[src/sv/sdn_pkg.sv]
// sdn_pkg: shared constants and control struct for the direction normalizer.
// No dependencies.
`timescale 1ns / 1ps

package sdn_pkg;

  localparam int unsigned COORD_WIDTH = 32;
  localparam int unsigned THR_W       = 31;
  localparam int unsigned RES_BITS    = 17;  // result magnitude bits, 0..65536
  localparam int unsigned OUT_W       = 18;  // signed Q1.16
  localparam logic [THR_W-1:0] THR_RESET = THR_W'(66);
  localparam logic [RES_BITS-1:0] RES_ONE = RES_BITS'(65536);

  typedef struct packed {
    logic valid;
    logic is_null;
    logic is_zero;
  } ctrl_t;

endpackage

[src/sv/sdn_cell.sv]
// sdn_cell: one result bit for all three lanes, restoring square-compare step.
// Depends on sdn_pkg.
`timescale 1ns / 1ps

module sdn_cell #(
  parameter int unsigned CW  = sdn_pkg::COORD_WIDTH,
  parameter int unsigned BIT = 0,
  parameter int unsigned SW  = 2 * CW + 2,
  parameter int unsigned TW  = 2 * CW + 31,
  parameter int unsigned PW  = SW + sdn_pkg::RES_BITS
) (
  input  logic                               clk_i,
  input  logic                               rst_ni,
  input  logic                               en_i,
  input  sdn_pkg::ctrl_t                     ctrl_i,
  input  logic [2:0]                         neg_i,
  input  logic [SW-1:0]                      sum_i,
  input  logic [2:0][TW-1:0]                 rem_i,
  input  logic [2:0][PW-1:0]                 p_i,
  input  logic [2:0][sdn_pkg::RES_BITS-1:0]  r_i,
  output sdn_pkg::ctrl_t                     ctrl_o,
  output logic [2:0]                         neg_o,
  output logic [SW-1:0]                      sum_o,
  output logic [2:0][TW-1:0]                 rem_o,
  output logic [2:0][PW-1:0]                 p_o,
  output logic [2:0][sdn_pkg::RES_BITS-1:0]  r_o
);

  localparam int unsigned DW  = 2 * CW + 37;
  localparam int unsigned TOP = sdn_pkg::RES_BITS - 1;

  sdn_pkg::ctrl_t                     ctrl_q;
  logic [2:0]                         neg_q;
  logic [SW-1:0]                      sum_q;
  logic [2:0][TW-1:0]                 rem_q;
  logic [2:0][PW-1:0]                 p_q;
  logic [2:0][sdn_pkg::RES_BITS-1:0]  r_q;

  logic [2:0][DW-1:0] delta;
  logic [2:0]         take;

  // (r + 2^b)^2 S - r^2 S = 2^(b+1) rS + 2^(2b) S, with P = rS kept alongside
  always_comb begin
    for (int i = 0; i < 3; i++) begin
      delta[i] = (DW'(p_i[i]) << (BIT + 1)) + (DW'(sum_i) << (2 * BIT));
      take[i]  = (delta[i] <= DW'(rem_i[i])) && !((BIT < TOP) && r_i[i][TOP]);
    end
  end

  always_ff @(posedge clk_i or negedge rst_ni) begin
    if (!rst_ni) begin
      ctrl_q <= '0;
    end else if (en_i) begin
      ctrl_q <= ctrl_i;
    end
  end

  always_ff @(posedge clk_i) begin
    if (en_i) begin
      neg_q <= neg_i;
      sum_q <= sum_i;
      for (int i = 0; i < 3; i++) begin
        rem_q[i] <= take[i] ? (rem_i[i] - delta[i][TW-1:0]) : rem_i[i];
        p_q[i]   <= take[i] ? (p_i[i] + (PW'(sum_i) << BIT)) : p_i[i];
        r_q[i]   <= r_i[i] | (sdn_pkg::RES_BITS'(take[i]) << BIT);
      end
    end
  end

  assign ctrl_o = ctrl_q;
  assign neg_o  = neg_q;
  assign sum_o  = sum_q;
  assign rem_o  = rem_q;
  assign p_o    = p_q;
  assign r_o    = r_q;

endmodule

[config.mk]
export PLATFORM = sky130hd
export DESIGN_NAME = sdn_cell
export DESIGN_NICKNAME = d
export VERILOG_FILES = /design/src/sv/sdn_pkg.sv /design/src/sv/sdn_cell.sv
export SDC_FILE = /design/constraint.sdc
export NUM_CORES = 2
export LEC_CHECK = 0
export BUFFER_PORTS_ARGS = -buffer_cell sky130_fd_sc_hd__buf_4
export CORE_AREA = 3 3 518 520
export DETAILED_ROUTE_END_ITERATION = 10
export DIE_AREA = 0 0 521 523
export GPL_ROUTABILITY_DRIVEN = 0
export HOLD_SLACK_MARGIN = 0.05
export SLEW_MARGIN = 0
export SYNTH_ARGS = -nofsm -noshare
export SYNTH_HDL_FRONTEND = slang
export SYNTH_SLANG_ARGS = --single-unit
[constraint.sdc]
create_clock -name clk_i -period 1 [get_ports clk_i]
set_input_delay 0.1 -clock clk_i [delete_from_list [all_inputs] [get_ports clk_i]]
set_output_delay 0.1 -clock clk_i [all_outputs]
set_load 0.05 [all_outputs]
==> impl_metrics.toml <==
[outcome]
violations = "hold timing, setup timing"
status = "complete, but fails checks"

[timing]
fin_setup_tns_ns = -2591.58
rsz0062_at_grt = "true"
timing.final.crit_period_ns = 5.65
fin_ws_ns = -4.65
setup_viol_count_final = 1206
whs_ns = -0.217
fmax_mhz = 177
hold_viol = 5
slew_headroom = 0.545
slew_viol_final = 0
worstMarginPinSlew_ns = 0.680
finalCritPeriodShare = 5.65
skew_ns = 0

[min_path]
worstHoldPathType = "input port to flop"

[drt]
drc = 0
num_vias = 83100
vias_per_cell = 5.05
wl_per_cell_um = 24.9
ant_nets = 0
dr.pass1.iters = 5
totalWireLength_um = 409000
drtIter0Drc = 7470

[final_layout]
final_common_cell = "buf_4"
syn_to_final_growth_pct = 83.1
stdcell_area_sq_um = 118000
fin_nets = 14100
layout_common_cells = "4455 x buf_4, 859 x a21oi_1, 753 x nand2_1"
multiInputGateArea_sq_um = 46200
drive_above_1_share = 0.424
seqCellArea_sq_um = 19700
fillers = 25500

[synthesis]
syn_avg_cell_area_sq_um = 8.37
synthMuxAreaShare = 0.00174
synth_fa_ha_area_frac = 0.128
synth_compound_area_frac = 0.263
yosys.area_share.simple = 0.165
synth_top_area_frac = 0.304
synth_ff_type = "edfxtp_1"
netlist_instances = 7723
synthesis.area_sq_um = 64600
synth_top_family_by_area = "compound AO/OA/AOI/OAI gates"
yosys_warnings = 0
yosys.area_share.xor_xnor = 0.101
synth_cell_types = 99
synth_edf_count = 654
synth.largest_area_cell = "edfxtp_1"
ys_seq_area_frac = 0.305
yosys-top-cells-area = "edfxtp_1 30%, ha_1 13%, a21oi_1 7.9%"
async_reset_ff_frac = 0.00457
syn_nets = 9040
ys_ff_latch = 657

[worst_setup_path]
cp_data_required_time_ns = 1.49
crit_path_end_kind = "flop"
crit_path_max_incr_delay_ns = 0.36
crit_fanout = 4
cp_common_cell = "buf_4"
critPathBufInv = 6
cp.arrival_ns = 6.14
path_class = "input port to flop"
start_kind = "input port"
cp_top_family = "compound AO/OA/AOI/OAI gates"
cpMaxStageDelayCell = "a221oi_2"

[clock_network]
cts_inserted_buffers = 86
numClockSinks = 657
clk_latency_ns = 0.73
path_clk_slew_ns = 0.06
h-tree-depth = 3
cts_buffer_depth = 3
cts_tree = "done"
clock-root-buffer = "clkbuf_16"

[die]
fp.dieH_um = 523
die_w_um = 521
core_area_sq_um = 265000
rows = 189
io-pin-count = 1317
dieArea_sq_um = 272000
initial_utilization = 0.244

[power]
power-per-cell-area_nw_per_um2 = 1490
p_sw_frac = 0.428
power_frac_clock = 0.190
ir_drop_v = 0.00185
leakage_nw = 54.3
power_frac_comb = 0.598
switchingPower_mw = 75.8
pwr-share-seq = 0.212
p_int_mw = 101

[place]
port_buffers = 1316
postPlaceCellArea_sq_um = 104000
dpl.hpwl_um = 334000

[grt]
gr-total-overflow = 0
track_usage = 0.282
grt_pass1_wl_um = 558000
grt_max_degree = 35
antenna_found_initial = 104
grt_pass1_vias = 80400

[job]
cap_violations = 0
-- state kept, by name, summed over array words and instances (netlist names) --
| signal | cells |
|---|---|
| rem_o | 285 |
| r_o | 51 |
| sum_o | 66 |
| p_o | 249 |
| neg_o | 3 |
| ctrl_o | 3 |
-- path summary, 6_finish.rpt --
| kind | start | end | slack [ns] | cells after the start |
|---|---|---|---|---|
| worst max register to register | ctrl_o[1] | ctrl_o[1] | 0.23 | 1 |
| worst min-delay path | sum_i[0] | p_o[83] | -0.22 | 4 |
| min in group asynchronous | rst_ni | ctrl_o[2] | 0.27 | 3 |
| max in group asynchronous | rst_ni | ctrl_o[1] | 0.58 | 3 |
| worst min register to register | ctrl_o[2] | ctrl_o[2] | 0.51 | 1 |
| worst max-delay path | sum_i[20] | rem_o[274] | -4.65 | 30 |
-- routing by layer --
layer / vias to the layer above / share of wire / global-route usage
met1: 39400 / 0.38 / 0.329
met5: - / 0.0010 / 0
met4: 60 / 0.073 / 0.178
met3: 836 / 0.083 / 0.0633
li1: 39000 / - / -
met2: 3763 / 0.46 / 0.469
-- tightest hold or removal path, cell delays in order --
cell and delay, ns:
buf_4 0.11, ha_1 0.13, nand2_1 0.04, nand2_1 0.05
-- power by group through the flow --
stage	Clock [mW]	Sequential (mW)	Combinational, mW
floorplan	0	49.7	37.1
global placement	0	38.0	97.9
detailed placement	0	37.9	98.2
CTS	34.3	37.4	103
global route	35.3	37.7	112
finish	33.6	37.5	106
-- synth_stat cells, types with 47 or more instances --
cell	n
nor3_1	109
xnor2_1	383
o21bai_1	139
ha_1	648
a31oi_1	85
inv_1	202
nor2b_1	60
nand2_1	781
o21ai_0	615
xor2_1	365
nand4_1	228
and3_1	70
o21a_1	62
a21oi_1	1022
nand3_1	153
clkbuf_1	303
a21o_1	396
nand2b_1	76
buf_2	56
and2_1	48
a211oi_1	47
edfxtp_1	654
nor2_1	629
-- layout make-up --
| type | instances | share of cell area |
|---|---|---|
| Antenna cell | 56 | 0.00118 |
| Clock buffer | 96 | 0.0189 |
| Clock inverter | 57 | 0.00574 |
| Inverter | 202 | 0.00644 |
| Multi-Input combinational cell | 6488 | 0.391 |
| Sequential cell | 657 | 0.167 |
| Tap cell | 3533 | 0.0373 |
| Timing Repair Buffer | 5352 | 0.373 |
-- kinds of logic (layout without fill, tap and decap cells) --
kind of cell	after synthesis	in the layout
AO/OA/AOI/OAI	2760	2764
other	0	56
adder cells (fa/ha/maj)	657	657
flip-flops	657	657
XOR/XNOR	748	748
AND/OR/NAND/NOR	2307	2309
multiplexers	10	10
buffers and inverters	584	5707
-- per-stage QoR --
stage,util,setup slack (ns),power [mW],std cells
floorplan,-,-4.21,86.8,7723
global placement,0.393,-5.61,136,15400
detailed placement,0.393,-5.60,136,15400
CTS,0.440,-4.37,174,16300
global route,0.447,-4.95,185,16400
finish,0.447,-4.65,177,16400
-- repair_timing --
action / CTS / global route
hold buffers: 673 / 1
setup endpoints to repair: 1194 / 1203
resized for setup: 295 / 321
buffers inserted: 75 / 63
endpoints found under the hold margin: 930 / 13
cloned: 21 / 12
pin swaps: 118 / 180
No activity file was read; power rests on OpenSTA's default activity.
